<file path="src/rtl/fovlda_pkg.sv">
// ----------------------------------------------------------------------------
// FOV lens distortion: shared definitions
// Widths, constants, register indexes and small tables for the point pipeline.
// ----------------------------------------------------------------------------
package fovlda_pkg;

	// Point fields and configuration
	localparam int XW        = 18;
	localparam int COEF_W    = 24;
	localparam int T_W       = 16;
	localparam int TERMS_W   = 3;
	localparam int NCOEF     = 6;
	localparam int CFG_W     = 24;
	localparam int CFG_IDX_W = 3;

	localparam logic [T_W-1:0]              TAN_RESET   = 16'd18919;
	localparam logic [TERMS_W-1:0]          TERMS_RESET = 3'd1;
	localparam logic signed [COEF_W-1:0]    COEF0_RESET = 24'sd65536;

	// Square root chain: radicand 4*(x^2+y^2), one root bit per cell
	localparam int RAD_W     = 38;
	localparam int ROOT_W    = 19;
	localparam int SQ_REM_W  = 21;
	localparam int SQRT_N    = ROOT_W;

	// Tangent argument and rotation chain
	localparam int UF_W      = ROOT_W + T_W - 1;
	localparam int U_W       = 31;
	localparam int SMALL_W   = 24;
	localparam int C_W       = 33;
	localparam int CORDIC_N  = 30;

	// Polynomial, ratio and scale factor
	localparam int P_W       = 42;
	localparam int R_W       = 42;
	localparam int F_W       = 43;
	localparam int CLAMP_W   = 48;
	localparam int SR_W      = 17;

	// Divider: dividend sin << 16, one quotient bit per cell
	localparam int D_W       = 32;
	localparam int SN_W      = 32;
	localparam int NQ_W      = 48;
	localparam int DIV_N     = NQ_W;

	localparam logic [UF_W-1:0]         HALF_PI_Q30  = 34'd1686629713;
	localparam logic signed [C_W-1:0]   CORDIC_K_Q30 = 33'sd652032874;
	localparam logic signed [P_W-1:0]   ACC_LIM      = 42'sh10000000000;
	localparam logic [NQ_W-1:0]         Q_LIM        = 48'h010000000000;
	localparam logic [SR_W-1:0]         ONE_Q16      = 17'd65536;
	localparam logic signed [XW-1:0]    OUT_MAX      = 18'sd131071;
	localparam logic signed [XW-1:0]    OUT_MIN      = -18'sd131072;

	localparam logic [U_W-1:0] ATAN_Q30 [CORDIC_N] = '{
		31'd843314857, 31'd497837829, 31'd263043837, 31'd133525159, 31'd67021687,
		31'd33543516,  31'd16775851,  31'd8388437,   31'd4194283,   31'd2097149,
		31'd1048576,   31'd524288,    31'd262144,    31'd131072,    31'd65536,
		31'd32768,     31'd16384,     31'd8192,      31'd4096,      31'd2048,
		31'd1024,      31'd512,       31'd256,       31'd128,       31'd64,
		31'd32,        31'd16,        31'd8,         31'd4,         31'd2
	};

	typedef enum logic [CFG_IDX_W-1:0] {
		REG_TAN_HALF_FOV = 3'd0,
		REG_TERMS_IN_USE = 3'd1,
		REG_COEF_C0      = 3'd2,
		REG_COEF_C1      = 3'd3,
		REG_COEF_C2      = 3'd4,
		REG_COEF_C3      = 3'd5,
		REG_COEF_C4      = 3'd6,
		REG_COEF_C5      = 3'd7
	} reg_idx_t;

	// Marks the Horner step that only multiplies by r (the missing r^2 term).
	localparam int HORNER_NONE = -1;

	// Coefficient taken by Horner step k when max_terms coefficients exist.
	function automatic int horner_coef_idx(input int k, input int max_terms);
		int idx;
		if (max_terms == 1)
			idx = 0;
		else if (k < max_terms - 2)
			idx = max_terms - 1 - k;
		else if (k == max_terms - 2)
			idx = HORNER_NONE;
		else
			idx = max_terms - k;
		return idx;
	endfunction

	// Saturate a wide signed value to the accumulator range of +-2^40.
	function automatic logic signed [P_W-1:0] clamp_acc(input logic signed [CLAMP_W-1:0] v);
		logic signed [P_W-1:0] res;
		if (v > CLAMP_W'(ACC_LIM))
			res = ACC_LIM;
		else if (v < -CLAMP_W'(ACC_LIM))
			res = -ACC_LIM;
		else
			res = v[P_W-1:0];
		return res;
	endfunction

	// Floor division by three of a four-bit value.
	function automatic logic [2:0] div3_small(input logic [3:0] v);
		logic [2:0] q;
		case (v)
			4'd0, 4'd1, 4'd2:    q = 3'd0;
			4'd3, 4'd4, 4'd5:    q = 3'd1;
			4'd6, 4'd7, 4'd8:    q = 3'd2;
			4'd9, 4'd10, 4'd11:  q = 3'd3;
			4'd12, 4'd13, 4'd14: q = 3'd4;
			default:             q = 3'd5;
		endcase
		return q;
	endfunction

endpackage

</file>
<file path="src/rtl/fovlda_div_cell.sv">
// ----------------------------------------------------------------------------
// Divider cell
// One restoring division step; dividend bits leave the top of nq as
// quotient bits enter at the bottom.
// ----------------------------------------------------------------------------
module fovlda_div_cell import fovlda_pkg::*; (
	input  logic            clk,
	input  logic            en,
	input  logic [D_W-1:0]  rem_in,
	input  logic [NQ_W-1:0] nq_in,
	input  logic [D_W-1:0]  d_in,
	output logic [D_W-1:0]  rem_out,
	output logic [NQ_W-1:0] nq_out,
	output logic [D_W-1:0]  d_out
);

	logic [D_W:0]    rem_sh;
	logic [D_W:0]    diff;
	logic            ge;
	logic [D_W-1:0]  rem_s1;
	logic [NQ_W-1:0] nq_s1;
	logic [D_W-1:0]  d_s1;

	always_comb begin
		rem_sh = {rem_in, nq_in[NQ_W-1]};
		diff   = rem_sh - {1'b0, d_in};
		ge     = (rem_sh >= {1'b0, d_in});
	end

	always_ff @(posedge clk) begin
		if (en) begin
			rem_s1 <= ge ? diff[D_W-1:0] : rem_sh[D_W-1:0];
			nq_s1  <= {nq_in[NQ_W-2:0], ge};
			d_s1   <= d_in;
		end
	end

	assign rem_out = rem_s1;
	assign nq_out  = nq_s1;
	assign d_out   = d_s1;

endmodule

</file>
<file path="config.mk">
export PLATFORM = sky130hd
export DESIGN_NAME = fovlda_div_cell
export DESIGN_NICKNAME = d
export VERILOG_FILES = /design/src/rtl/fovlda_pkg.sv /design/src/rtl/fovlda_div_cell.sv
export SDC_FILE = /design/constraint.sdc
export NUM_CORES = 1
export LEC_CHECK = 0
export BUFFER_PORTS_ARGS = -buffer_cell sky130_fd_sc_hd__buf_2
export CORE_MARGIN = 4
export CORE_UTILIZATION = 49
export DETAILED_ROUTE_END_ITERATION = 16
export PLACE_DENSITY = 0.79
export SLEW_MARGIN = 40
export SYNTH_ARGS = -nofsm -noshare
export SYNTH_HDL_FRONTEND = slang
export SYNTH_SLANG_ARGS = --single-unit
</file>
<file path="constraint.sdc">
create_clock -name clk -period 3.4 [get_ports clk]
set_input_delay 0.68 -clock clk [delete_from_list [all_inputs] [get_ports clk]]
set_output_delay 0.68 -clock clk [all_outputs]
set_load 0.005 [all_outputs]
</file>
; Word level (Yosys, flattened, before mapping)
; Cells that the tools add are included.
[classes]
mux = 1
add_sub_neg = 1
magnitude_cmp = 1
[ops]
columns = cell, count
row1 = 33-bit by 32-bit >= comparator with 1-bit output, 1
row2 = 32-bit two-way mux, 1
row3 = 32-bit subtractor, 1
[word_totals]
out_inout_bits = 112
register_bits = 112

; Longest topological paths before layout
[depth]
word_depth = 2
ltp_mapped = 13
mapped_depth_nobuf = 11

; Least setup slack after synthesis
; Ideal clock, no wire load.
[synth_path]
kind = input port to flip-flop
from = input port d_in[23]
to = register rem_s1[14], in the netlist rem_out[14] (data pin)
n_path_buf = 2
path_slack_ns = 0.368
t_arrival_ns = 2.772
path_stages = 11
path_cell_list = inv_1 ha_1 buf_6 and3_1 o21a_1 a311oi_2 o21ai_1 or3b_1 o21a_1 buf_6 mux2_4
[synth_between]
elab_chain_cells = 2
[synth_rtl]
columns = element, line_no
row1 = "start, declared", fovlda_div_cell.sv:11  ; input logic [D_W-1:0] d_in,
row2 = 33-bit by 32-bit >= comparator with 1-bit output, fovlda_div_cell.sv:27  ; ge = (rem_sh >= {1'b0, d_in});
row3 = 32-bit two-way mux, fovlda_div_cell.sv:32  ; rem_s1 <= ge ? diff[D_W-1:0] : rem_sh[D_W-1:0];
row4 = "end signal, assigned", fovlda_div_cell.sv:32
row5 = "end, declared", fovlda_div_cell.sv:20  ; logic [D_W-1:0] rem_s1;
; No other way between the ends.
; A chain may end at the register's enable or synchronous reset.

; Worst setup path in the final report
[layout_path]
from = input port d_in[12]
to = register rem_s1[31], in the netlist rem_out[31] (data pin)
[layout_between]
elab_chain_cells = 2
elab_cells_between_ends = 3
classes_between = add/sub: 1 / order compare: 1 / mux: 1
[layout_rtl]
columns = element, line_no
row1 = 32-bit subtractor / 33-bit by 32-bit >= comparator with 1-bit output (equally long branches), "fovlda_div_cell.sv:26, fovlda_div_cell.sv:27"
row2 = 32-bit two-way mux (*), fovlda_div_cell.sv:32
; Mark *: on every way between the ends. The rest lies on a longest branch, timed or not.

==> metrics.cfg <==
[run_status]
outcome = finished clean

[finish]
area_growth_syn_to_layout_pct = 29.1
antenna_cells = 0
layout_common_cells = buf_2 (224), edfxtp_1 (112), a21oi_1 (54)
num-fill-cells = 864
final_layout_size_suffix_gt1_frac = 0.382
final_core_util = 0.646
layout.nets = 854
layout.cells.most_common = buf_2
finish.cell_count_without_fillers = 855

[synthesis]
syn_avg_cell_area_sq_um = 12.1
synthesis.yosys.warnings = 0
number_of_enable_type_register_cells_in_the_synthesized_netlist = 112
netlist-cell-type-count = 49
ys_seq_elements = 112
syn_area_sq_mm = 0.00569
syn-instance-count = 471
ys_seq_area_frac = 0.591
synth-main-ff-cell = edfxtp_1
postSynthNetCount = 618
synth-async-reset-ratio = 0

[drt]
post-route-drc-count = 0
wire_per_inst_um = 17.3
route.vias.total = 4482
drtPass1Iterations = 5
dr.first_iter.drc_count = 275
via_per_inst = 5.24
totalWireLength_um = 14800
drtAntennaViolNets = 0

[critical_path]
critical_path.max_stage_delay_ns = 0.56
crit_end_category = register
cp_data_required_time_ns = 3.50
start_kind = primary input
worst_endpoint_data_arrival_time_ns = 3.18
start_to_end_type_of_the_worst_setup_path = in -> reg
cpMaxStageDelayCell = a2111oi_0
timing.critical_path.mode_cell = a2111oi_0
critPathMaxFanout = 6
timing.critical_path.cells = buf_2, inv_1, ha_1, a21oi_1, nand2_1, a2111oi_0, nor2_1, a2111oi_0, o31ai_1, xor2_1, mux2_4

[floorplanning]
y_dimension_of_the_die_um = 116
num_rows = 39
ios = 226
starting_density_of_the_core = 0.500
floorplan.die_area_sq_mm = 0.0134
width_of_the_chip_um = 116
core-area_sq_mm = 0.0114

[clock_tree]
max-clock-path-buffers = 2
clk_root_buffer_cell = clkbuf_16
cts_resized = 0
post_cts_hold_buffer_count = 0
clock_sink_count = 112
postCtsSetupBuffers = 0
numCtsBuffers = 9
tritoncts_clock_tree = yes
cts_max_level = 3
clk_transition_reported_paths_ns = 0.07

[timing]
unrepaired_setup_endpoints_after_global_routing = no
tns_ns = 0
hold_violations = 0
fin_crit_ns = 3.07
worst_pin_slew_ns = 0.605
setup-violations-final = 0
max-slew-margin-rel = 0.597
finalCritPeriodShare = 0.904
achievable-frequency_mhz = 325
timing.final.ws_setup_ns = 0.328
maxSlewViolCount = 0

[power]
power.total_mw = 3.59
vdd_drop_max_mv = 0.325
p_leak_nw = 3.34
power_per_cell_area_mw_per_mm2 = 489

[placed_design]
numPlacedInstances = 839
preCtsSetupSlack_ns = 0.00795
gp_congestion = 0.858
count_of_buffers_inserted_at_the_top_level_ports = 225
dp_hpwl_um = 11700

[flow_run]
max_cap_violation_count = 0

[global_route]
vias_in_the_first_global_route = 4389
globalRoute.totalOverflow = 0
grt_max_degree = 62
grt_first_pass_wirelength_um = 22200
grt_usage = 0.217
antenna_found_initial = 0

[hold_path]
timing.hold.worst.class = in -> reg

[sequential cells by signal (all words and copies together) (netlist names)]
name,cells
nq_out,48
d_out,32
rem_out,32
[critical path, delay by kind of cell]
| kind | cells | cell delay (ns) |
|---|---|---|
| AND/OR/NAND/NOR | 2 | 0.26 |
| multiplexers | 1 | 0.26 |
| adder cells (fa/ha/maj) | 1 | 0.37 |
| buffers and inverters | 2 | 0.13 |
| AO/OA/AOI/OAI | 4 | 1.32 |
| XOR/XNOR | 1 | 0.16 |
[synth_stat cells, types with 4 or more instances]
cell type / instances / area share
xor2_1: 10 / 0.015
clkbuf_1: 6 / 0.0040
buf_6: 5 / 0.0099
nand4_1: 8 / 0.0088
ha_1: 32 / 0.070
mux2_4: 8 / 0.021
o21ai_0: 17 / 0.015
a21o_1: 8 / 0.011
o31ai_1: 7 / 0.0092
nand3_1: 8 / 0.0070
nor2_1: 37 / 0.024
o21bai_1: 5 / 0.0066
a21oi_1: 54 / 0.047
buf_2: 5 / 0.0044
o21a_1: 6 / 0.0079
nand2_1: 24 / 0.016
o21ai_1: 4 / 0.0035
inv_1: 46 / 0.030
xnor2_1: 16 / 0.025
nand2b_1: 7 / 0.0077
edfxtp_1: 112 / 0.59
[worst paths after layout]
kind	from	end	depth (start not counted)
worst max-delay path	d_in[12]	rem_out[31]	11
worst min-delay path	nq_in[1]	nq_out[2]	1
[stage by stage]
stage | hold slack [ns] | instance area [sq um]
2_1_floorplan | 0.779 | 5690
3_3_place_gp | 0.857 | 7040
3_5_place_dp | 0.858 | 7040
4_1_cts | 0.480 | 7350
5_1_grt | 0.476 | 7350
6_report | 0.496 | 7350
[power breakdown]
| part | switching, mW | internal (mW) | total (mW) |
|---|---|---|---|
| logic | 0.421 | 0.369 | 0.790 |
| clock network | 0.491 | 0.579 | 1.07 |
| registers | 0.0356 | 1.69 | 1.73 |
[metal layers]
layer	vias up	global-route usage	share of wire
met2	182	0.382	0.51
met5	-	0	0
li1	2194	-	-
met4	0	0.0596	0.013
met3	12	0.0564	0.080
met1	2094	0.264	0.40
[layout make-up]
cell class	count	area [sq um]	area share
Sequential cell	112	3360	0.458
Multi-Input combinational cell	296	2040	0.278
Timing Repair Buffer	242	1280	0.174
Clock buffer	9	225	0.0307
Tap cell	143	179	0.0244
Inverter	46	173	0.0235
Clock inverter	7	81.3	0.0111
[logic make-up (layout without fill, tap and decap cells)]
group                      after synthesis  count (layout)  share of synthesized area
xor gates and xnor gates                26              26                     0.0400
AOI/OAI and AO/OA                      120             120                      0.129
muxes                                   10              10                     0.0246
buffers and inverters                   63             304                     0.0499
adders and majority gates               33              33                     0.0739
DFF                                    112             112                      0.591
and+or+nand+nor                        107             107                     0.0919
Power figures use the tool's default switching activity.
