<file path="src/rtl/fovlda_pkg.sv">
// ----------------------------------------------------------------------------
// FOV lens distortion: shared definitions
// Widths, constants, register indexes and small tables for the point pipeline.
// ----------------------------------------------------------------------------
package fovlda_pkg;

	// Point fields and configuration
	localparam int XW        = 18;
	localparam int COEF_W    = 24;
	localparam int T_W       = 16;
	localparam int TERMS_W   = 3;
	localparam int NCOEF     = 6;
	localparam int CFG_W     = 24;
	localparam int CFG_IDX_W = 3;

	localparam logic [T_W-1:0]              TAN_RESET   = 16'd18919;
	localparam logic [TERMS_W-1:0]          TERMS_RESET = 3'd1;
	localparam logic signed [COEF_W-1:0]    COEF0_RESET = 24'sd65536;

	// Square root chain: radicand 4*(x^2+y^2), one root bit per cell
	localparam int RAD_W     = 38;
	localparam int ROOT_W    = 19;
	localparam int SQ_REM_W  = 21;
	localparam int SQRT_N    = ROOT_W;

	// Tangent argument and rotation chain
	localparam int UF_W      = ROOT_W + T_W - 1;
	localparam int U_W       = 31;
	localparam int SMALL_W   = 24;
	localparam int C_W       = 33;
	localparam int CORDIC_N  = 30;

	// Polynomial, ratio and scale factor
	localparam int P_W       = 42;
	localparam int R_W       = 42;
	localparam int F_W       = 43;
	localparam int CLAMP_W   = 48;
	localparam int SR_W      = 17;

	// Divider: dividend sin << 16, one quotient bit per cell
	localparam int D_W       = 32;
	localparam int SN_W      = 32;
	localparam int NQ_W      = 48;
	localparam int DIV_N     = NQ_W;

	localparam logic [UF_W-1:0]         HALF_PI_Q30  = 34'd1686629713;
	localparam logic signed [C_W-1:0]   CORDIC_K_Q30 = 33'sd652032874;
	localparam logic signed [P_W-1:0]   ACC_LIM      = 42'sh10000000000;
	localparam logic [NQ_W-1:0]         Q_LIM        = 48'h010000000000;
	localparam logic [SR_W-1:0]         ONE_Q16      = 17'd65536;
	localparam logic signed [XW-1:0]    OUT_MAX      = 18'sd131071;
	localparam logic signed [XW-1:0]    OUT_MIN      = -18'sd131072;

	localparam logic [U_W-1:0] ATAN_Q30 [CORDIC_N] = '{
		31'd843314857, 31'd497837829, 31'd263043837, 31'd133525159, 31'd67021687,
		31'd33543516,  31'd16775851,  31'd8388437,   31'd4194283,   31'd2097149,
		31'd1048576,   31'd524288,    31'd262144,    31'd131072,    31'd65536,
		31'd32768,     31'd16384,     31'd8192,      31'd4096,      31'd2048,
		31'd1024,      31'd512,       31'd256,       31'd128,       31'd64,
		31'd32,        31'd16,        31'd8,         31'd4,         31'd2
	};

	typedef enum logic [CFG_IDX_W-1:0] {
		REG_TAN_HALF_FOV = 3'd0,
		REG_TERMS_IN_USE = 3'd1,
		REG_COEF_C0      = 3'd2,
		REG_COEF_C1      = 3'd3,
		REG_COEF_C2      = 3'd4,
		REG_COEF_C3      = 3'd5,
		REG_COEF_C4      = 3'd6,
		REG_COEF_C5      = 3'd7
	} reg_idx_t;

	// Marks the Horner step that only multiplies by r (the missing r^2 term).
	localparam int HORNER_NONE = -1;

	// Coefficient taken by Horner step k when max_terms coefficients exist.
	function automatic int horner_coef_idx(input int k, input int max_terms);
		int idx;
		if (max_terms == 1)
			idx = 0;
		else if (k < max_terms - 2)
			idx = max_terms - 1 - k;
		else if (k == max_terms - 2)
			idx = HORNER_NONE;
		else
			idx = max_terms - k;
		return idx;
	endfunction

	// Saturate a wide signed value to the accumulator range of +-2^40.
	function automatic logic signed [P_W-1:0] clamp_acc(input logic signed [CLAMP_W-1:0] v);
		logic signed [P_W-1:0] res;
		if (v > CLAMP_W'(ACC_LIM))
			res = ACC_LIM;
		else if (v < -CLAMP_W'(ACC_LIM))
			res = -ACC_LIM;
		else
			res = v[P_W-1:0];
		return res;
	endfunction

	// Floor division by three of a four-bit value.
	function automatic logic [2:0] div3_small(input logic [3:0] v);
		logic [2:0] q;
		case (v)
			4'd0, 4'd1, 4'd2:    q = 3'd0;
			4'd3, 4'd4, 4'd5:    q = 3'd1;
			4'd6, 4'd7, 4'd8:    q = 3'd2;
			4'd9, 4'd10, 4'd11:  q = 3'd3;
			4'd12, 4'd13, 4'd14: q = 3'd4;
			default:             q = 3'd5;
		endcase
		return q;
	endfunction

endpackage

</file>
<file path="src/rtl/fovlda_cordic_cell.sv">
// ----------------------------------------------------------------------------
// Rotation cell
// One CORDIC rotation step in Q.30, the step index fixing shift and angle.
// ----------------------------------------------------------------------------
module fovlda_cordic_cell import fovlda_pkg::*; #(
	parameter int IDX = 0
) (
	input  logic                  clk,
	input  logic                  en,
	input  logic signed [C_W-1:0] cx_in,
	input  logic signed [C_W-1:0] cy_in,
	input  logic signed [C_W-1:0] z_in,
	output logic signed [C_W-1:0] cx_out,
	output logic signed [C_W-1:0] cy_out,
	output logic signed [C_W-1:0] z_out
);

	logic signed [C_W-1:0] sx;
	logic signed [C_W-1:0] sy;
	logic signed [C_W-1:0] ang;
	logic signed [C_W-1:0] cx_s1;
	logic signed [C_W-1:0] cy_s1;
	logic signed [C_W-1:0] z_s1;

	always_comb begin
		sx  = cx_in >>> IDX;
		sy  = cy_in >>> IDX;
		ang = $signed({2'b00, ATAN_Q30[IDX]});
	end

	always_ff @(posedge clk) begin
		if (en) begin
			if (!z_in[C_W-1]) begin
				cx_s1 <= cx_in - sy;
				cy_s1 <= cy_in + sx;
				z_s1  <= z_in - ang;
			end else begin
				cx_s1 <= cx_in + sy;
				cy_s1 <= cy_in - sx;
				z_s1  <= z_in + ang;
			end
		end
	end

	assign cx_out = cx_s1;
	assign cy_out = cy_s1;
	assign z_out  = z_s1;

endmodule

</file>
<file path="config.mk">
export PLATFORM = sky130hd
export DESIGN_NAME = fovlda_cordic_cell
export DESIGN_NICKNAME = d
export VERILOG_FILES = /design/src/rtl/fovlda_pkg.sv /design/src/rtl/fovlda_cordic_cell.sv
export SDC_FILE = /design/constraint.sdc
export NUM_CORES = 1
export LEC_CHECK = 0
export BUFFER_PORTS_ARGS = -buffer_cell sky130_fd_sc_hd__buf_2
export CORE_ASPECT_RATIO = 0.8
export CORE_MARGIN = 2
export CORE_UTILIZATION = 30
export CTS_BUF_LIST = sky130_fd_sc_hd__clkbuf_16
export DETAILED_ROUTE_END_ITERATION = 12
export MAX_ROUTING_LAYER = met4
export RECOVER_POWER = 25
export REMOVE_ABC_BUFFERS = 1
export SYNTH_ARGS = -nofsm -noshare
export SYNTH_HDL_FRONTEND = slang
export SYNTH_SLANG_ARGS = --single-unit
</file>
<file path="constraint.sdc">
create_clock -name clk -period 11.38 [get_ports clk]
set_input_delay 2.276 -clock clk [delete_from_list [all_inputs] [get_ports clk]]
set_output_delay 2.276 -clock clk [all_outputs]
set_load 0.02 [all_outputs]
</file>
Word-level counts from Yosys, hierarchy flattened

Cells that the tools add are included.

Register bits after elaboration: 99
Output and inout port bits: 99
Logic and storage cells: 11

Add/sub/neg operators: 5
Mux-type cells: 3

Operators with widths:

| operator                                             | number |
|---|---|
| 2-to-1 mux 33 bit                                    | 3 |
| subtractor 33 bit                                    | 2 |
| adder 33 x 31 -> 33 bit (second input constant)      | 1 |
| adder 33 bit                                         | 1 |
| subtractor 33 x 31 -> 33 bit (second input constant) | 1 |

Logic depth before layout (Yosys ltp)

Word-level depth: 2
Depth in mapped cells: 12
Gate-level depth less buffers: 12

Worst setup path after synthesis

Ideal clock, no wire load.

Kind: input port to flip-flop
Start point: input port z_in[32]
End point: register z_s1[25] (netlist: z_out[25]) (data pin)
Setup time: 0.259 ns
Data arrival time: 5.037 ns
Path slack: 6.084 ns
Stages on the path: 12
Path through: clkinv_1 -> clkbuf_1 -> ha_1 -> a21o_1 -> a21o_1 -> a21oi_1 -> a311oi_1 -> a311oi_1 -> o21bai_1 -> a221oi_2 -> o21ai_0 -> xnor2_1

Longest elaborated chain between the ends: 1

RTL lines:

| element              | line                     | RTL |
|---|---|---|
| from (decl)          | fovlda_cordic_cell.sv:12 | `input logic signed [C_W-1:0] z_in,` |
| 2-to-1 mux 33 bit    | fovlda_cordic_cell.sv:33 | `if (!z_in[C_W-1]) begin` |
| to (signal assigned) | fovlda_cordic_cell.sv:36 | `z_s1 <= z_in - ang;` |
| to (signal assigned) | fovlda_cordic_cell.sv:40 | `z_s1 <= z_in + ang;` |
| to (decl)            | fovlda_cordic_cell.sv:23 | `logic signed [C_W-1:0] z_s1;` |

No other way between the ends.
A chain may end at the register's enable or synchronous reset.

Worst setup path in the final report

Start point: input port cx_in[0]
End point: register cx_s1[32] (netlist: cx_out[32]) (data pin)

Longest elaborated chain between the ends: 2
Elaborated cells between the ends (all ways): 3

RTL lines:

| element                                           | line                                               | RTL |
|---|---|---|
| from (decl)                                       | fovlda_cordic_cell.sv:10                           | `input logic signed [C_W-1:0] cx_in,` |
| subtractor 33 bit or adder 33 bit (tied branches) | fovlda_cordic_cell.sv:34, fovlda_cordic_cell.sv:38 |  |
| 2-to-1 mux 33 bit *                               | fovlda_cordic_cell.sv:33                           |  |
| to (signal assigned)                              | fovlda_cordic_cell.sv:34                           | `cx_s1 <= cx_in - sy;` |
| to (signal assigned)                              | fovlda_cordic_cell.sv:38                           | `cx_s1 <= cx_in + sy;` |
| to (decl)                                         | fovlda_cordic_cell.sv:21                           | `logic signed [C_W-1:0] cx_s1;` |

Every way passes the cells marked *; elsewhere a longest branch is shown, timed or not.

==> results.toml <==
[clock_tree]
cts_sinks = 98
cts-resized-gates = 0
post_cts_buffers = 0
root_buffer = "clkbuf_16"
path_clk_slew_ps = 80
clock_path_buffers = 2
cts_tree = "done"
numCtsBuffers = 9
hold_buffers = 0
cts_htree_levels = 3

[critical_path]
cp.arrival_ps = 5540
crit_family = "compound AO/OA/AOI/OAI gates"
cp.required_ps = 11490
cp_cell_sequence = "clkbuf_1 > ha_1 > fa_1 > nor2b_1 > o21ai_0 > o2111ai_1 > a2111oi_0 > buf_4 > nor3_1 > a21oi_1 > a21oi_1 > a32oi_1 > xnor2_1"
crit_path_max_fanout = 4
worst_path_most_repeated_cell = "a21oi_1"
worstSetupPathType = "in2reg"
critPathLaunchType = "input port"
critPathMaxStageDelay_ps = 680
crit_buf_inv = 2
crit_path_start = "cx_in[0]"
cp-end-kind = "register"
cpMaxStageDelayCell = "a2111oi_0"

[cells_and_area]
antenna_cells = 0
utilization = 0.355
syn2layout_area_growth_pct = 16.6
mostFrequentLayoutCell = "buf_2"
final_cell_mix = "171 x buf_2, 131 x a21oi_1, 127 x ha_1, 103 x inv_1, 99 x nor2_1"
nNetsFinal = 1536
drive_above_1_share = 0.157
instances_no_fill = 1736
stdcell_area_sq_mm = 0.0115

[synthesis]
postSynth.asyncResetShare = 0
ys_seq_elements = 98
synth_edf_count = 98
yosys_warnings = 0
seq_area_frac_synth = 0.298
synth_largest_area_cell = "edfxtp_1"
synth_cell_type_count = 65
syn_avg_cell_area_sq_um = 8.74
synth_area_sq_mm = 0.00988
synth_flop_cell = "edfxtp_1"
yosys-top-cells-area = "edfxtp_1 30%, ha_1 16%, a21oi_1 6.6%"
synth_cells = 1131
yosysTopAreaCellShare = 0.298

[global_routing]
grt_max_degree = 86
antenna_found_initial = 0
grt_pass1_wl_um = 48300
grt_pass1_vias = 8335
grt_usage = 0.184
grt-ovfl-total = 0

[sta]
finalSetupTns_ps = 0
setup_violations = 0
setup_slack_ps = 5940
max_freq_mhz = 184
rsz0062_at_grt = "false"
worst_slew_pin_slew_ps = 2650
slew_violations = 48
hold_violations = 0
min_period_over_period = 0.478
max_slew_margin = -0.766
min_period_ps = 5440

[power]
pwr-share-comb = 0.427
power_density_mw_per_mm2 = 120
sw_frac_of_total = 0.394
vdd_drop_max_uv = 63.9
internal-power_w = 0.000840
power_switching_w = 0.000545
seq_power_share = 0.360
leakagePower_nw = 5.16
clockPowerShare = 0.213

[placement]
place_congestion = 0.926
dp_hpwl_um = 25600
dp_cells = 1720
port_buffers = 199
placed_area_sq_mm = 0.0113
place_ws_ps = 5570

[worst_hold_path]
hold-path-endpoint = "z_out[0]"
hold_path.class = "in2reg"
hold_path_depth = 2
hold_start = "z_in[0]"

[detailed_routing]
wl_per_cell_um = 18.1
viasPerCell = 5.22
wl_met2_um = 13600
wl_met3_um = 1800
top_layer_used = "met4"
drtPass1Iterations = 5
routed_wl_um = 31400
drc = 0
via_count = 9065
drt.antenna.violating_nets = 0
met1Wirelength_um = 15500
drtIter0Drc = 741

[floorplanning]
die_w_um = 207
fp-row-count = 59
io_pins = 200
start_util = 0.304
dieHeight_um = 166
die_area_sq_mm = 0.0344
core_area_sq_mm = 0.0325

[flow_run]
drv_cap = 1

[run_status]
status = "finished, violations left"
violations = "max-capacitance violations, max-slew violations"
[registers in the layout, summed over array words and instances (netlist names)]
register  cells
z_out        33
cx_out       32
cy_out       33
[worst max-delay path by stage]
stage                       endpoint  slack [ps]  depth (start not counted)
after global placement     z_out[27]        5580                         12
after detailed placement   z_out[32]        5570                         12
final                     cx_out[32]        5940                         13
after floorplan            z_out[25]        5930                         11
after global routing       z_out[32]        5650                         12
after CTS                  z_out[32]        5940                         12
[logic make-up (layout without fill, tap and decap cells)]
group | count (synthesis) | after routing | synth area share
adders and majority gates | 131 | 131 | 0.169
DFF | 98 | 98 | 0.298
buffers and inverters | 151 | 329 | 0.0595
AOI/OAI and AO/OA | 373 | 373 | 0.244
xor gates and xnor gates | 93 | 93 | 0.0824
muxes | 18 | 18 | 0.0182
and+or+nand+nor | 267 | 267 | 0.129
[power groups by stage]
stage          sequential (W)  combinational [W]  clock [W]
2_1_floorplan        0.000585           0.000304          0
3_3_place_gp         0.000506           0.000592          0
3_5_place_dp         0.000508           0.000591          0
4_1_cts              0.000500           0.000594   0.000306
5_1_grt              0.000505           0.000644   0.000321
6_report             0.000499           0.000591   0.000295
[cells in the mapped netlist (17+ instances only)]
| cell | count |
|---|---|
| a211oi_1 | 22 |
| a21o_1 | 42 |
| a21oi_1 | 131 |
| clkbuf_1 | 30 |
| edfxtp_1 | 98 |
| ha_1 | 127 |
| inv_1 | 103 |
| mux2i_1 | 18 |
| nand2_1 | 56 |
| nor2_1 | 99 |
| nor2b_1 | 17 |
| o21ai_0 | 60 |
| o21bai_1 | 25 |
| xnor2_1 | 70 |
| xor2_1 | 23 |
[per-layer routing]
layer,vias to the layer above,track usage
li1,4442,-
met1,4245,0.277
met5,-,-
met3,28,0.0149
met4,0,0.0459
met2,350,0.265
[area by class of cell]
| cell class | instances | area [sq um] |
|---|---|---|
| Clock buffer | 9 | 225 |
| Multi-Input combinational cell | 882 | 6350 |
| Inverter | 109 | 409 |
| Tap cell | 427 | 534 |
| Timing Repair Buffer | 204 | 1000 |
| Clock inverter | 7 | 58.8 |
| Sequential cell | 98 | 2940 |
| Fill cell | 3372 | 21000 |
[stage by stage]
| step | hold slack [ps] | power, W |
|---|---|---|
| after floorplan | 2390 | 0.000889 |
| after global placement | 2610 | 0.00110 |
| after detailed placement | 2610 | 0.00110 |
| after CTS | 2230 | 0.00140 |
| after global routing | 2270 | 0.00147 |
| final | 2270 | 0.00139 |
Note: power is estimated with default switching activity, not from simulation.
