File: src/rtl/fovlda_pkg.sv
// ----------------------------------------------------------------------------
// FOV lens distortion: shared definitions
// Widths, constants, register indexes and small tables for the point pipeline.
// ----------------------------------------------------------------------------
package fovlda_pkg;

	// Point fields and configuration
	localparam int XW        = 18;
	localparam int COEF_W    = 24;
	localparam int T_W       = 16;
	localparam int TERMS_W   = 3;
	localparam int NCOEF     = 6;
	localparam int CFG_W     = 24;
	localparam int CFG_IDX_W = 3;

	localparam logic [T_W-1:0]              TAN_RESET   = 16'd18919;
	localparam logic [TERMS_W-1:0]          TERMS_RESET = 3'd1;
	localparam logic signed [COEF_W-1:0]    COEF0_RESET = 24'sd65536;

	// Square root chain: radicand 4*(x^2+y^2), one root bit per cell
	localparam int RAD_W     = 38;
	localparam int ROOT_W    = 19;
	localparam int SQ_REM_W  = 21;
	localparam int SQRT_N    = ROOT_W;

	// Tangent argument and rotation chain
	localparam int UF_W      = ROOT_W + T_W - 1;
	localparam int U_W       = 31;
	localparam int SMALL_W   = 24;
	localparam int C_W       = 33;
	localparam int CORDIC_N  = 30;

	// Polynomial, ratio and scale factor
	localparam int P_W       = 42;
	localparam int R_W       = 42;
	localparam int F_W       = 43;
	localparam int CLAMP_W   = 48;
	localparam int SR_W      = 17;

	// Divider: dividend sin << 16, one quotient bit per cell
	localparam int D_W       = 32;
	localparam int SN_W      = 32;
	localparam int NQ_W      = 48;
	localparam int DIV_N     = NQ_W;

	localparam logic [UF_W-1:0]         HALF_PI_Q30  = 34'd1686629713;
	localparam logic signed [C_W-1:0]   CORDIC_K_Q30 = 33'sd652032874;
	localparam logic signed [P_W-1:0]   ACC_LIM      = 42'sh10000000000;
	localparam logic [NQ_W-1:0]         Q_LIM        = 48'h010000000000;
	localparam logic [SR_W-1:0]         ONE_Q16      = 17'd65536;
	localparam logic signed [XW-1:0]    OUT_MAX      = 18'sd131071;
	localparam logic signed [XW-1:0]    OUT_MIN      = -18'sd131072;

	localparam logic [U_W-1:0] ATAN_Q30 [CORDIC_N] = '{
		31'd843314857, 31'd497837829, 31'd263043837, 31'd133525159, 31'd67021687,
		31'd33543516,  31'd16775851,  31'd8388437,   31'd4194283,   31'd2097149,
		31'd1048576,   31'd524288,    31'd262144,    31'd131072,    31'd65536,
		31'd32768,     31'd16384,     31'd8192,      31'd4096,      31'd2048,
		31'd1024,      31'd512,       31'd256,       31'd128,       31'd64,
		31'd32,        31'd16,        31'd8,         31'd4,         31'd2
	};

	typedef enum logic [CFG_IDX_W-1:0] {
		REG_TAN_HALF_FOV = 3'd0,
		REG_TERMS_IN_USE = 3'd1,
		REG_COEF_C0      = 3'd2,
		REG_COEF_C1      = 3'd3,
		REG_COEF_C2      = 3'd4,
		REG_COEF_C3      = 3'd5,
		REG_COEF_C4      = 3'd6,
		REG_COEF_C5      = 3'd7
	} reg_idx_t;

	// Marks the Horner step that only multiplies by r (the missing r^2 term).
	localparam int HORNER_NONE = -1;

	// Coefficient taken by Horner step k when max_terms coefficients exist.
	function automatic int horner_coef_idx(input int k, input int max_terms);
		int idx;
		if (max_terms == 1)
			idx = 0;
		else if (k < max_terms - 2)
			idx = max_terms - 1 - k;
		else if (k == max_terms - 2)
			idx = HORNER_NONE;
		else
			idx = max_terms - k;
		return idx;
	endfunction

	// Saturate a wide signed value to the accumulator range of +-2^40.
	function automatic logic signed [P_W-1:0] clamp_acc(input logic signed [CLAMP_W-1:0] v);
		logic signed [P_W-1:0] res;
		if (v > CLAMP_W'(ACC_LIM))
			res = ACC_LIM;
		else if (v < -CLAMP_W'(ACC_LIM))
			res = -ACC_LIM;
		else
			res = v[P_W-1:0];
		return res;
	endfunction

	// Floor division by three of a four-bit value.
	function automatic logic [2:0] div3_small(input logic [3:0] v);
		logic [2:0] q;
		case (v)
			4'd0, 4'd1, 4'd2:    q = 3'd0;
			4'd3, 4'd4, 4'd5:    q = 3'd1;
			4'd6, 4'd7, 4'd8:    q = 3'd2;
			4'd9, 4'd10, 4'd11:  q = 3'd3;
			4'd12, 4'd13, 4'd14: q = 3'd4;
			default:             q = 3'd5;
		endcase
		return q;
	endfunction

endpackage

File: src/rtl/fovlda_sqrt_cell.sv
// ----------------------------------------------------------------------------
// Square root cell
// Produces one root bit per enabled cycle from the next two radicand bits.
// ----------------------------------------------------------------------------
module fovlda_sqrt_cell import fovlda_pkg::*; (
	input  logic                clk,
	input  logic                en,
	input  logic [RAD_W-1:0]    rad_in,
	input  logic [SQ_REM_W-1:0] rem_in,
	input  logic [ROOT_W-1:0]   root_in,
	output logic [RAD_W-1:0]    rad_out,
	output logic [SQ_REM_W-1:0] rem_out,
	output logic [ROOT_W-1:0]   root_out
);

	logic [SQ_REM_W+1:0] rem2;
	logic [SQ_REM_W+1:0] trial;
	logic [SQ_REM_W+1:0] diff;
	logic                ge;
	logic [RAD_W-1:0]    rad_s1;
	logic [SQ_REM_W-1:0] rem_s1;
	logic [ROOT_W-1:0]   root_s1;

	always_comb begin
		rem2  = {rem_in, rad_in[RAD_W-1 -: 2]};
		trial = {2'b00, root_in, 2'b01};
		diff  = rem2 - trial;
		ge    = (rem2 >= trial);
	end

	always_ff @(posedge clk) begin
		if (en) begin
			rad_s1  <= {rad_in[RAD_W-3:0], 2'b00};
			rem_s1  <= ge ? diff[SQ_REM_W-1:0] : rem2[SQ_REM_W-1:0];
			root_s1 <= {root_in[ROOT_W-2:0], ge};
		end
	end

	assign rad_out  = rad_s1;
	assign rem_out  = rem_s1;
	assign root_out = root_s1;

endmodule

File: config.mk
export PLATFORM = sky130hd
export DESIGN_NAME = fovlda_sqrt_cell
export DESIGN_NICKNAME = d
export VERILOG_FILES = /design/src/rtl/fovlda_pkg.sv /design/src/rtl/fovlda_sqrt_cell.sv
export SDC_FILE = /design/constraint.sdc
export NUM_CORES = 1
export LEC_CHECK = 0
export BUFFER_PORTS_ARGS = -buffer_cell sky130_fd_sc_hd__buf_4
export CORE_ASPECT_RATIO = 0.9
export CORE_MARGIN = 3
export CORE_UTILIZATION = 48
export CTS_CLUSTER_SIZE = 24
export DETAILED_ROUTE_END_ITERATION = 12
export PLACE_DENSITY = 0.81
export SETUP_SLACK_MARGIN = 0.02
export SLEW_MARGIN = 20
export SYNTH_ARGS = -nofsm -noshare
export SYNTH_HDL_FRONTEND = slang
export SYNTH_SLANG_ARGS = --single-unit
File: constraint.sdc
create_clock -name clk -period 2.85 [get_ports clk]
set_input_delay 0.285 -clock clk [delete_from_list [all_inputs] [get_ports clk]]
set_output_delay 0.285 -clock clk [all_outputs]
set_load 0.05 [all_outputs]
[Word-level counts from Yosys, hierarchy flattened]
Index checks and enable logic that the tools add are counted.
Cells by class
  muxes and demuxes: 1
  add/subtract/negate cells: 1
  $lt $le $gt $ge: 1
Operators by type and width (number)
  23-bit by 21-bit >= comparator with 1-bit output: 1
  21-bit two-way mux: 1
  21-bit subtractor: 1
Storage, ports and cells
  logic and storage cells: 6
  register bits after elaboration: 76
  output and inout bits: 78
  input bits: 80

[Logic depth before layout (Yosys ltp)]
  depth in word-level cells: 2
  gate-level depth with buffers: 12
  mapped depth without buffers: 9

[Least setup slack after synthesis]
No wires, ideal clock.
  kind: input to register
  from: in root_in[12]
  to: reg rem_s1[8], in the netlist rem_out[8] (data pin)
  data required time: 2.590 ns
  setup slack: 0.668 ns
  setup time: 0.260 ns
  arrival time: 1.922 ns
  stages on the path: 9
  path buffers: 0
  cell sequence: inv_1 -> ha_1 -> a21oi_1 -> o21ai_1 -> a221oi_2 -> nand4_1 -> o21ai_2 -> inv_2 -> mux2_4
Between the ends
  word-level cells in the longest chain between the ends: 2
RTL lines
  from (decl): line fovlda_sqrt_cell.sv:10  | input logic [ROOT_W-1:0] root_in,
  23-bit by 21-bit >= comparator with 1-bit output: line fovlda_sqrt_cell.sv:28  | ge = (rem2 >= trial);
  net ge: line fovlda_sqrt_cell.sv:19  | logic ge;
  21-bit two-way mux: line fovlda_sqrt_cell.sv:34  | rem_s1 <= ge ? diff[SQ_REM_W-1:0] : rem2[SQ_REM_W-1:0];
  to (signal assigned): line fovlda_sqrt_cell.sv:34
  to (decl): line fovlda_sqrt_cell.sv:21  | logic [SQ_REM_W-1:0] rem_s1;
The timed path passes the listed nets, and every way through them passes these cells.
A chain may end at the register's enable or synchronous reset.

[Final worst setup path]
  from: in rem_in[12]
  to: reg rem_s1[3], in the netlist rem_out[3] (data pin)
Between the ends
  word-level cells in the longest chain between the ends: 2
RTL lines
  from (decl): line fovlda_sqrt_cell.sv:9  | input logic [SQ_REM_W-1:0] rem_in,
  23-bit by 21-bit >= comparator with 1-bit output: line fovlda_sqrt_cell.sv:28
  21-bit two-way mux: line fovlda_sqrt_cell.sv:34
No other way between the ends.

==> impl_metrics.csv <==
group,metric,value,unit
clocking,h-tree-depth,3,
sta,relSlewSlack,36.1,%
floorplanning,fp.dieW,98.3,µm
cells_and_area,fin_nets,550,
floorplanning,core,7260,µm²
power_and_ir_drop,pwr-share-seq,41.0,%
power_and_ir_drop,switching_power,0.00114,W
sta,tns,0,ns
synth,syn_area,3680,µm²
route,drc_errors,0,
synth,synth-edff-count,76,
clocking,cts_tree,"done",
synth,netlist_instances,289,
cells_and_area,area_growth,40.0,%
clocking,clk_path_buf_depth,2,
synth,synth_top_area_share,62.0,%
synth,synthAdderAreaFrac,7.14,%
global_route,grt_use_total,19.5,%
placed_design,routabilityCongestion,0.868,
clocking,root_buffer,"clkbuf_8",
clocking,cts_made_buffers,9,
route,drt_iter0_drc,122,
synth,synth.avg_cell_area,12.7,µm²
critical_path,crit_path_end,"rem_out[3]",
floorplanning,dieHeight,89.1,µm
sta,fin_hold_ws,0.117,ns
global_route,grt_pass1_vias,2676,
critical_path,cp-start-kind,"input port",
floorplanning,dieArea,8750,µm²
critical_path,required,2.93,ns
synth,yosysWarnings,0,
clocking,postCtsSetupRepairBufs,0,
sta,max_freq,435,MHz
clocking,ctsResizeCount,0,
sta,rsz0062_at_grt,"false",
synth,ys_async_sr_fraction,0,%
cells_and_area,layout-drive-gt1-share,42.4,%
synth,synthFlopType,"edfxtp_1",
critical_path,worstSetupEndpointType,"register",
cells_and_area,diodes,0,
clocking,clk_pin_slew_worst_paths,0.08,ns
synth,yosysTopAreaCell,"edfxtp_1",
sta,finalCriticalPeriod,2.30,ns
power_and_ir_drop,powerDensity,667,nW/µm²
clocking,cts_sinks,76,
placed_design,io_buffers,155,
synth,synth_top_family_by_area,"compound AO/OA/AOI/OAI gates",
power_and_ir_drop,comb_power_share,30.4,%
clocking,hold_buffers,0,
sta,setup_viol,0,
power_and_ir_drop,vdd_drop_max,0.000336,V
synth,synth-compound-area-share,13.4,%
sta,slew_violations,0,
power_and_ir_drop,power_frac_clock,28.7,%
route,dr.pass1.iters,4,
synth,seq_area_frac_synth,62.0,%
sta,finalCritPeriodShare,80.7,%
synth,synth_xor_area_share,4.76,%
route,ant_nets,0,
synth,ys_ff_latch,76,
placed_design,post-dp-hpwl,6650,µm
synth,synth_mux_area_share,0.408,%
route,num_vias,2789,
synth,ys_types,39,
global_route,overflow,0,
floorplanning,pin_count,158,
synth,yosys.area_share.simple,7.68,%
power_and_ir_drop,power_leakage,2.24,nW
sta,hold_viol_final,0,
min_path,min_path_type,"input port to register",
synth,netlist_top_cells_area,"edfxtp_1, ha_1, nand2_1",
critical_path,worstSetupStartpoint,"rem_in[12]",
floorplanning,num_rows,29,
power_and_ir_drop,intPower,0.00230,W
global_route,antenna_found_initial,0,
route,drt_wl_total,8750,µm
critical_path,critPathKind,"input port to register",
global_route,grt_pass1_wl,13400,µm
global_route,grt_start_max_net_pins,77,
power_and_ir_drop,p_sw_share,33.0,%
route,wl_per_cell,16.0,µm
run_status,status,"complete, no violations",
sta,tightest_slew,0.958,ns
critical_path,crit_arrival,2.38,ns
critical_path,crit_fanout,31,
floorplanning,initial_core_util,50.7,%
route,routed_via_density,5.11,
run,maxCapViolations,0,
## cells in the mapped netlist, drive strengths merged, types with 2 or more instances
cell type and number:
edfxtp 76, nand2 40, o21ai 33, inv 25, ha 21, a21oi 20, xnor2 11, nor2 9
xor2 9, buf 8, nand3 4, nor3 4, a21o 3, a31oi 3, nand2b 3, nand4 3
o211ai 3, o2111ai 2, o41ai 2
## kinds of logic (layout without fill, tap and decap cells)
| group | count (synthesis) | after routing |
|---|---|---|
| AOI/OAI and AO/OA | 70 | 70 |
| xor gates and xnor gates | 20 | 20 |
| adders and majority gates | 21 | 21 |
| buffers and inverters | 34 | 197 |
| DFF | 76 | 76 |
| muxes | 1 | 1 |
| other | 1 | 2 |
| and+or+nand+nor | 66 | 66 |
## stage by stage
stage / total power, W / instances / cell area, µm² / util (%) / worst slack, ns
2_1_floorplan: 0.00214 / 290 / 3680 / - / 0.668
3_3_place_gp: 0.00246 / 531 / 4910 / 67.7 / 0.331
3_5_place_dp: 0.00248 / 531 / 4910 / 67.7 / 0.209
4_1_cts: 0.00347 / 546 / 5150 / 71.0 / 0.552
5_1_grt: 0.00358 / 546 / 5150 / 71.0 / 0.348
6_report: 0.00344 / 546 / 5150 / 71.0 / 0.551
## per-layer routing
layer	vias up	part of all wire, %	global-route usage, %
li1	1363	-	-
met1	1275	40	23.6
met2	135	49	33.5
met3	16	8.6	6.01
met4	0	2.0	6.82
met5	-	0	0
## flip-flops by register name, indices dropped and copies added (netlist names)
register  cells
rem_out      21
root_out     19
rad_out      36
## worst max-delay path, cell delays in order
cell and delay [ns]:
buf_4 0.11, ha_1 0.38, a21oi_1 0.26, o21ai_1 0.14
a221oi_2 0.31, nand4_1 0.17, o21ai_4 0.19, buf_4 0.36
o21ai_0 0.15
## how the worst min path moves through the flow
stage | slack, ns | start | cells past startpoint | end
5_1_grt | 0.1 | rad_in[4] | 1 | rad_out[6]
3_3_place_gp | 0.46 | rad_in[25] | 1 | rad_out[27]
6_report | 0.12 | rad_in[3] | 1 | rad_out[5]
4_1_cts | 0.1 | rad_in[3] | 1 | rad_out[5]
2_1_floorplan | 0.38 | rad_in[8] | 0 | rad_out[10]
3_5_place_dp | 0.46 | rad_in[16] | 1 | rad_out[18]
## final cells by class
cell class / count / area (µm²)
flip-flops and latches: 76 / 2280
well taps: 93 / 116
multi-input cells: 180 / 1240
fillers: 534 / 2110
clock inverters: 6 / 113
clock buffers: 9 / 124
inverters: 25 / 93.8
repair buffers: 157 / 1180
## power groups by stage
stage | Clock [W] | Combinational [W] | Sequential, W
2_1_floorplan | 0 | 0.000296 | 0.00184
3_3_place_gp | 0 | 0.00103 | 0.00143
3_5_place_dp | 0 | 0.00105 | 0.00143
4_1_cts | 0.00100 | 0.00105 | 0.00141
5_1_grt | 0.00105 | 0.00110 | 0.00142
6_report | 0.000985 | 0.00104 | 0.00141
## cells in the final DEF (no fill, tap or decap), types with 2 or more instances in the layout
cell type | synthesis | routed
xnor2_1 | 11 | 11
nand3_1 | 4 | 4
bufinv_16 | 0 | 3
o21ai_0 | 18 | 18
ha_1 | 21 | 21
o21ai_1 | 4 | 4
edfxtp_1 | 76 | 76
conb_1 | 1 | 2
nand4_1 | 3 | 3
clkbuf_8 | 0 | 9
xor2_1 | 9 | 9
nand2b_1 | 3 | 3
a21o_1 | 3 | 3
nand2_1 | 39 | 39
nor2_1 | 9 | 9
buf_4 | 3 | 157
nor3_1 | 4 | 4
a31oi_1 | 2 | 2
inv_1 | 24 | 24
o2111ai_1 | 2 | 2
a21oi_1 | 19 | 19
o21ai_2 | 11 | 10
o211ai_1 | 2 | 2
No activity file was read; power rests on OpenSTA's default activity.
