File: src/rtl/fovlda_pkg.sv
// ----------------------------------------------------------------------------
// FOV lens distortion: shared definitions
// Widths, constants, register indexes and small tables for the point pipeline.
// ----------------------------------------------------------------------------
package fovlda_pkg;

	// Point fields and configuration
	localparam int XW        = 18;
	localparam int COEF_W    = 24;
	localparam int T_W       = 16;
	localparam int TERMS_W   = 3;
	localparam int NCOEF     = 6;
	localparam int CFG_W     = 24;
	localparam int CFG_IDX_W = 3;

	localparam logic [T_W-1:0]              TAN_RESET   = 16'd18919;
	localparam logic [TERMS_W-1:0]          TERMS_RESET = 3'd1;
	localparam logic signed [COEF_W-1:0]    COEF0_RESET = 24'sd65536;

	// Square root chain: radicand 4*(x^2+y^2), one root bit per cell
	localparam int RAD_W     = 38;
	localparam int ROOT_W    = 19;
	localparam int SQ_REM_W  = 21;
	localparam int SQRT_N    = ROOT_W;

	// Tangent argument and rotation chain
	localparam int UF_W      = ROOT_W + T_W - 1;
	localparam int U_W       = 31;
	localparam int SMALL_W   = 24;
	localparam int C_W       = 33;
	localparam int CORDIC_N  = 30;

	// Polynomial, ratio and scale factor
	localparam int P_W       = 42;
	localparam int R_W       = 42;
	localparam int F_W       = 43;
	localparam int CLAMP_W   = 48;
	localparam int SR_W      = 17;

	// Divider: dividend sin << 16, one quotient bit per cell
	localparam int D_W       = 32;
	localparam int SN_W      = 32;
	localparam int NQ_W      = 48;
	localparam int DIV_N     = NQ_W;

	localparam logic [UF_W-1:0]         HALF_PI_Q30  = 34'd1686629713;
	localparam logic signed [C_W-1:0]   CORDIC_K_Q30 = 33'sd652032874;
	localparam logic signed [P_W-1:0]   ACC_LIM      = 42'sh10000000000;
	localparam logic [NQ_W-1:0]         Q_LIM        = 48'h010000000000;
	localparam logic [SR_W-1:0]         ONE_Q16      = 17'd65536;
	localparam logic signed [XW-1:0]    OUT_MAX      = 18'sd131071;
	localparam logic signed [XW-1:0]    OUT_MIN      = -18'sd131072;

	localparam logic [U_W-1:0] ATAN_Q30 [CORDIC_N] = '{
		31'd843314857, 31'd497837829, 31'd263043837, 31'd133525159, 31'd67021687,
		31'd33543516,  31'd16775851,  31'd8388437,   31'd4194283,   31'd2097149,
		31'd1048576,   31'd524288,    31'd262144,    31'd131072,    31'd65536,
		31'd32768,     31'd16384,     31'd8192,      31'd4096,      31'd2048,
		31'd1024,      31'd512,       31'd256,       31'd128,       31'd64,
		31'd32,        31'd16,        31'd8,         31'd4,         31'd2
	};

	typedef enum logic [CFG_IDX_W-1:0] {
		REG_TAN_HALF_FOV = 3'd0,
		REG_TERMS_IN_USE = 3'd1,
		REG_COEF_C0      = 3'd2,
		REG_COEF_C1      = 3'd3,
		REG_COEF_C2      = 3'd4,
		REG_COEF_C3      = 3'd5,
		REG_COEF_C4      = 3'd6,
		REG_COEF_C5      = 3'd7
	} reg_idx_t;

	// Marks the Horner step that only multiplies by r (the missing r^2 term).
	localparam int HORNER_NONE = -1;

	// Coefficient taken by Horner step k when max_terms coefficients exist.
	function automatic int horner_coef_idx(input int k, input int max_terms);
		int idx;
		if (max_terms == 1)
			idx = 0;
		else if (k < max_terms - 2)
			idx = max_terms - 1 - k;
		else if (k == max_terms - 2)
			idx = HORNER_NONE;
		else
			idx = max_terms - k;
		return idx;
	endfunction

	// Saturate a wide signed value to the accumulator range of +-2^40.
	function automatic logic signed [P_W-1:0] clamp_acc(input logic signed [CLAMP_W-1:0] v);
		logic signed [P_W-1:0] res;
		if (v > CLAMP_W'(ACC_LIM))
			res = ACC_LIM;
		else if (v < -CLAMP_W'(ACC_LIM))
			res = -ACC_LIM;
		else
			res = v[P_W-1:0];
		return res;
	endfunction

	// Floor division by three of a four-bit value.
	function automatic logic [2:0] div3_small(input logic [3:0] v);
		logic [2:0] q;
		case (v)
			4'd0, 4'd1, 4'd2:    q = 3'd0;
			4'd3, 4'd4, 4'd5:    q = 3'd1;
			4'd6, 4'd7, 4'd8:    q = 3'd2;
			4'd9, 4'd10, 4'd11:  q = 3'd3;
			4'd12, 4'd13, 4'd14: q = 3'd4;
			default:             q = 3'd5;
		endcase
		return q;
	endfunction

endpackage

File: src/rtl/fovlda_horner_cell.sv
// ----------------------------------------------------------------------------
// Horner cell
// Horner step: p <- clamp(c + clamp((p * r) >> 16)), c = coef_en ? coef : 0.
// ----------------------------------------------------------------------------
module fovlda_horner_cell import fovlda_pkg::*; (
	input  logic                     clk,
	input  logic                     en,
	input  logic signed [P_W-1:0]    p_in,
	input  logic [ROOT_W-1:0]        r_in,
	input  logic signed [COEF_W-1:0] coef,
	input  logic                     coef_en,
	output logic signed [P_W-1:0]    p_out,
	output logic [ROOT_W-1:0]        r_out
);

	localparam int PROD_W = P_W + ROOT_W + 1;

	logic signed [PROD_W-1:0] prod;
	logic signed [P_W-1:0]    mr;
	logic signed [P_W:0]      sum;
	logic signed [P_W-1:0]    p_s1;
	logic [ROOT_W-1:0]        r_s1;

	always_comb begin
		prod = p_in * $signed({1'b0, r_in});
		mr   = clamp_acc(CLAMP_W'($signed(prod[PROD_W-1:16])));
		sum  = (P_W+1)'(mr) + (coef_en ? (P_W+1)'(coef) : '0);
	end

	always_ff @(posedge clk) begin
		if (en) begin
			p_s1 <= clamp_acc(CLAMP_W'(sum));
			r_s1 <= r_in;
		end
	end

	assign p_out = p_s1;
	assign r_out = r_s1;

endmodule

File: config.mk
export PLATFORM = sky130hd
export DESIGN_NAME = fovlda_horner_cell
export DESIGN_NICKNAME = d
export VERILOG_FILES = /design/src/rtl/fovlda_pkg.sv /design/src/rtl/fovlda_horner_cell.sv
export SDC_FILE = /design/constraint.sdc
export NUM_CORES = 2
export LEC_CHECK = 0
export ABC_AREA = 1
export BUFFER_PORTS_ARGS = -buffer_cell sky130_fd_sc_hd__buf_2
export CORE_MARGIN = 2
export CORE_UTILIZATION = 55
export DETAILED_ROUTE_END_ITERATION = 7
export HOLD_SLACK_MARGIN = 0.12
export PLACE_DENSITY = 0.71
export SLEW_MARGIN = 10
export SYNTH_ARGS = -nofsm -noshare
export SYNTH_HDL_FRONTEND = slang
export SYNTH_SLANG_ARGS = --single-unit
File: constraint.sdc
create_clock -name clk -period 9.95 [get_ports clk]
set_clock_uncertainty 0.15 [all_clocks]
set_input_delay 0.995 -clock clk [delete_from_list [all_inputs] [get_ports clk]]
set_output_delay 0.995 -clock clk [all_outputs]
set_load 0.03 [all_outputs]
# After elaboration in Yosys (flattened, before gate mapping)
# Cells that the tools add are included.
[word_totals]
in_bits = 88
register_bits = 61
output_inout_bits = 61
[op_classes]
n_mux = 4
reduce_logical = 1
n_addsub = 1
magnitude_cmp = 4
mul = 1
[ops]
columns = ["cell", "n"]
rows = [
  ["two-way mux 42 bit", 3],
  ["multiplier 42 x 20 -> 62 bit", 1],
  ["> comparator 46 x 42 -> 1 bit, second input constant", 1],
  ["< comparator 46 x 41 -> 1 bit, second input constant", 1],
  ["adder 43 bit", 1],
  ["> comparator 43 x 42 -> 1 bit, second input constant", 1],
  ["< comparator 43 x 41 -> 1 bit, second input constant", 1],
  ["two-way mux 43 bit", 1],
  ["OR reduction 2 bit", 1],
]

# Logic depth before layout (Yosys ltp)
[logic_depth]
depth_word = 7
mapped_depth = 60

# Worst setup path before layout
# OpenSTA, ideal clock, no wires.
[synth_timing]
path_type = "input-to-reg"
start = "input port r_in[3]"
end = "register p_s1[4] (netlist: p_out[4]) (data pin)"
n_path_buf = 4
slack_ns = -0.346
path_stages = 52
required_time_ns = 9.541
arrival_ns = 9.887
path_cell_list = "clkbuf_1 -> clkbuf_1 -> nand2_1 -> fa_1 -> fa_1 -> fa_1 -> inv_1 -> fa_1 -> inv_1 -> fa_1 -> inv_1 -> fa_1 -> inv_1 -> fa_1 -> inv_1 -> ha_1 -> nand2_1 -> inv_1 -> [16 not listed] -> nand3_1 -> nand3_1 -> nand2_1 -> nand2_1 -> nand2_1 -> nand2_1 -> nand2_1 -> nand2_1 -> nand2_1 -> nand2_1 -> nand2_1 -> nand2_1 -> inv_1 -> a21oi_1 -> nand2_1 -> nand2_2 -> buf_4 -> nor2_1"
[synth_between]
elab_chain_cells = 7
elab_cells_between_ends = 9
cone_classes = "add/sub: 1; mul: 1; order compare: 4; mux: 2; reduce/logical: 1"
[synth_lines]
columns = ["item", "line_no", "rtl"]
rows = [
  ["start, declared", "fovlda_horner_cell.sv:9", "input logic [ROOT_W-1:0] r_in,"],
  ["multiplier 42 x 20 -> 62 bit *", "fovlda_horner_cell.sv:25", "prod = p_in * $signed({1'b0, r_in});"],
  ["< comparator 46 x 41 -> 1 bit", "fovlda_pkg.sv:96", "else if (v < -CLAMP_W'(ACC_LIM))"],
  ["two-way mux 42 bit", "fovlda_pkg.sv:96", ""],
  ["two-way mux 42 bit *", "fovlda_pkg.sv:94", "if (v > CLAMP_W'(ACC_LIM))"],
  ["adder 43 bit *", "fovlda_horner_cell.sv:27", "sum = (P_W+1)'(mr) + (coef_en ? (P_W+1)'(coef) : '0);"],
  ["> comparator 43 x 42 -> 1 bit or < comparator 43 x 41 -> 1 bit (tied branches)", "fovlda_pkg.sv:94, fovlda_pkg.sv:96", ""],
  ["OR reduction 2 bit (no line)", "-", ""],
  ["end signal, assigned", "fovlda_horner_cell.sv:32", "p_s1 <= clamp_acc(CLAMP_W'(sum));"],
  ["end, declared", "fovlda_horner_cell.sv:21", "logic signed [P_W-1:0] p_s1;"],
]
# Mark *: on every way between the ends. The rest lies on a longest branch, timed or not.
# A chain may end at the register's enable or synchronous reset.

# Final worst setup path
[layout_timing]
start = "input port r_in[10]"
end = "register p_s1[29] (netlist: p_out[29]) (data pin)"
# Same word-level chain as after synthesis.

==> run summary <==
The run gives 62 as the pin count of the biggest net entering global routing. Met3 track demand over resource in global routing: 4.39%. The H-tree generated during clock tree synthesis spans 3 levels. For this run, the slowest stage of the critical path takes 0.60 ns. The I/O pin total was 149; the port buffer count was 148.

For the pin with the worst max-slew slack, the measured transition is 1.05 ns. Relative to the synthesized area, the layout overhead comes to 35.1%. Sorting the synthesized cells by area gives the leading types as sky130_fd_sc_hd__fa_1, sky130_fd_sc_hd__nand2_1, sky130_fd_sc_hd__inv_1, sky130_fd_sc_hd__ha_1, sky130_fd_sc_hd__edfxtp_1.

The cell sitting at the root of the clock tree is a sky130_fd_sc_hd__clkbuf_16. The final reports fail on setup timing. The synthesized net count was 6477; the fraction of the cycle the final worst path needs was 102%.

Overall die height: 264 µm. The fraction of synthesized cell area taken by the top area cell type is 41.6%. Clock tree synthesis inserted a total of 9 buffers.

Setup repair after global routing could not meet its margin everywhere. The core region is 67000 µm². The slack of the critical path was -0.226 ns. The logs give 7224 for the final-stage net count and 30.1% for the normalized max-slew margin. Counting stages on the worst path, the most repeated cell is sky130_fd_sc_hd__nand2_1. The logs give 69700 µm² for the area of the die and 4.93% for the sequential element share of the synthesized area. The initial utilization of the core area, before any placement, comes to 55.4%. The clock-pin slew on the worst setup and hold paths was 0.07 ns; the total of hold buffers inserted after clock tree synthesis was 0. A synthesized cell averages 6.85 µm².

The tools report the startpoint type of the worst setup path as an input pin. For the summed instance area of the synthesized netlist, the log shows 37200 µm². The run gives 61 as the clock sink total.

For the finished layout, the period the worst path requires is 10.18 ns. The tools report the max-slew violation total from the final report as 0. Maximum fanout encountered on the critical timing path: 10. The post-route netlist has 29.6% of its cells at a drive strength greater than 1.

In this run, distinct cell masters in the synthesized netlist total 37. After synthesis the netlist holds a flip-flop and latch count of 61. Sorting the synthesized cells by how often they occur yields sky130_fd_sc_hd__nand2_1, sky130_fd_sc_hd__inv_1, sky130_fd_sc_hd__fa_1. The run finished, with violations left. Global routing finished with a remaining overflow of 0. Routability-driven placement finished with a final weighted congestion of 1.03. The tightest min-delay check is of the input pin to flip-flop type. The global-route track usage on met2 came out at 56.4%.

For this run, the number of Yosys warnings is 0. The longest clock path from root to sink contains 2 buffers. First-pass GRT wire length: 181000 µm. TritonCTS built the clock tree.

The data arrival time of the worst path is 10.25 ns, and the global-route track usage on met1 is 43.1%. In the routed design, unresolved DRC markers number 0. The largest area contributor in the netlist was sky130_fd_sc_hd__fa_1.

In the routed layout, each cell is associated on average with a via count of 5.16. The detailed-route wire length per cell was 18.6 µm. The routed design has 131000 µm of wire.

Measured along the x axis, the die boundary spans 264 µm. The number of rows in the core area is 95. Setup violations remaining at the end of the flow were counted as 40. The number of non-filler instances in the completed layout is 7049, and the number of iterations in the first detailed-routing pass is 8. Counting flops with a built-in enable in the synthesized netlist gives 61. The most used flip-flop cell after synthesis is sky130_fd_sc_hd__edfxtp_1. The run gives 10.03 ns as the required arrival time at the worst endpoint. The detailed router placed 36400 vias in this run. Across the run, the number of max-cap violations was 0. The worst setup path is captured at a flip-flop. The first routing iteration left 3184 violations. The number of placed instances, taps included, is 6904. The run gives 95800 µm as the estimated wirelength of the detail-placed design. The run gives 4 as the number of antenna violations at the first check in global routing. The type of the setup path with the least slack is input pin to flip-flop. After technology mapping, the gate count stands at 5422.

The most common cell in the synthesized netlist is sky130_fd_sc_hd__nand2_1. Derived from the worst setup path, the maximum achievable clock frequency is 98.3 MHz. Layer carrying the most global-route usage: met2. The cell family contributing the most delay on the critical path is adder cells. The number of buffer and inverter stages on the critical path is 15, and the number of global-route vias before repair is 35300. The fraction of synthesis flops using an asynchronous set or reset pin was 0%; the final hold violation count was 0.

Number of routed nets with antenna violations: 0. The critical-path cell with the highest stage delay is sky130_fd_sc_hd__fa_2. For this run, the total global-route usage over all layers was measured as 32.9%.
## cell families (layout without fill, tap and decap cells)
group | after synthesis | after routing | share of synthesized area [%]
and+or+nand+nor | 2243 | 2243 | 23.7
buffers and inverters | 1937 | 2689 | 19.8
adders and majority gates | 967 | 967 | 48.2
AOI/OAI and AO/OA | 182 | 182 | 2.67
DFF | 61 | 61 | 4.93
xor gates and xnor gates | 32 | 32 | 0.754
other | 0 | 2 | 0
## stage by stage
step	util (%)	setup slack (ns)	instance area, µm²	TNS (ns)	hold WS (ns)
global placement	64.9	-0.919	43500	-37.45	1.23
floorplan	-	0.0191	37200	0	0.944
finish	74.9	-0.226	50200	-7.85	0.825
CTS	66.3	-0.0648	44500	-1.80	0.836
global route	74.9	-0.647	50200	-25.03	0.826
detailed placement	64.9	-0.988	43500	-39.93	1.23
## cells in the final DEF (no fill, tap or decap), drive strengths merged
master	Yosys	routed
nand2	1821	1821
inv	1741	1741
buf	44	894
fa	773	773
nor2	234	234
ha	194	194
a21oi	139	139
nand3	100	100
edfxtp	61	61
clkbuf	152	47
nand4	31	31
xnor2	28	28
o21ai	28	28
nand3b	20	20
nor3	14	14
and3	8	8
o21bai	7	7
nor4	6	6
and2	6	6
xor2	4	4
clkinv	0	4
a21o	3	3
o211ai	3	3
diode	0	2
clkinvlp	0	2
nand2b	2	2
o21a	2	2
or2	1	1
bufinv	0	1
## sequential cells by signal, indices dropped and copies added (netlist names)
name / count
p_out: 42
r_out: 19
## final cells by class
class | count | area [µm²]
multi-input cells | 3424 | 32100
fillers | 4944 | 16800
repair buffers | 932 | 8300
inverters | 1741 | 6540
flip-flops and latches | 61 | 1830
well taps | 873 | 1090
clock buffers | 9 | 225
clock inverters | 7 | 73.8
diodes | 2 | 5.00
## routing by layer
layer,up-vias,wire [µm],share of wire (%)
li1,16600,-,-
met1,17700,49600,38
met2,1703,61500,47
met3,397,12800,9.7
met4,0,7340,5.6
met5,-,0,0
## worst paths after layout
| path | to | slack (ns) | start | cells past startpoint |
|---|---|---|---|---|
| setup / recovery | p_out[29] | -0.23 | r_in[10] | 53 |
| hold / removal | r_out[9] | 0.83 | r_in[9] | 2 |
## repair_timing
| item | in CTS | in global routing |
|---|---|---|
| buffers inserted | 4 | 90 |
| gates resized for setup | 126 | 1141 |
| setup endpoints to repair | 41 | 42 |
| gates cloned | 4 | 30 |
| pin swaps | 9 | 396 |
Power is left out: the tool's default activity adds up to more than one toggle a clock period on the data nets, which glitch-free logic cannot reach.
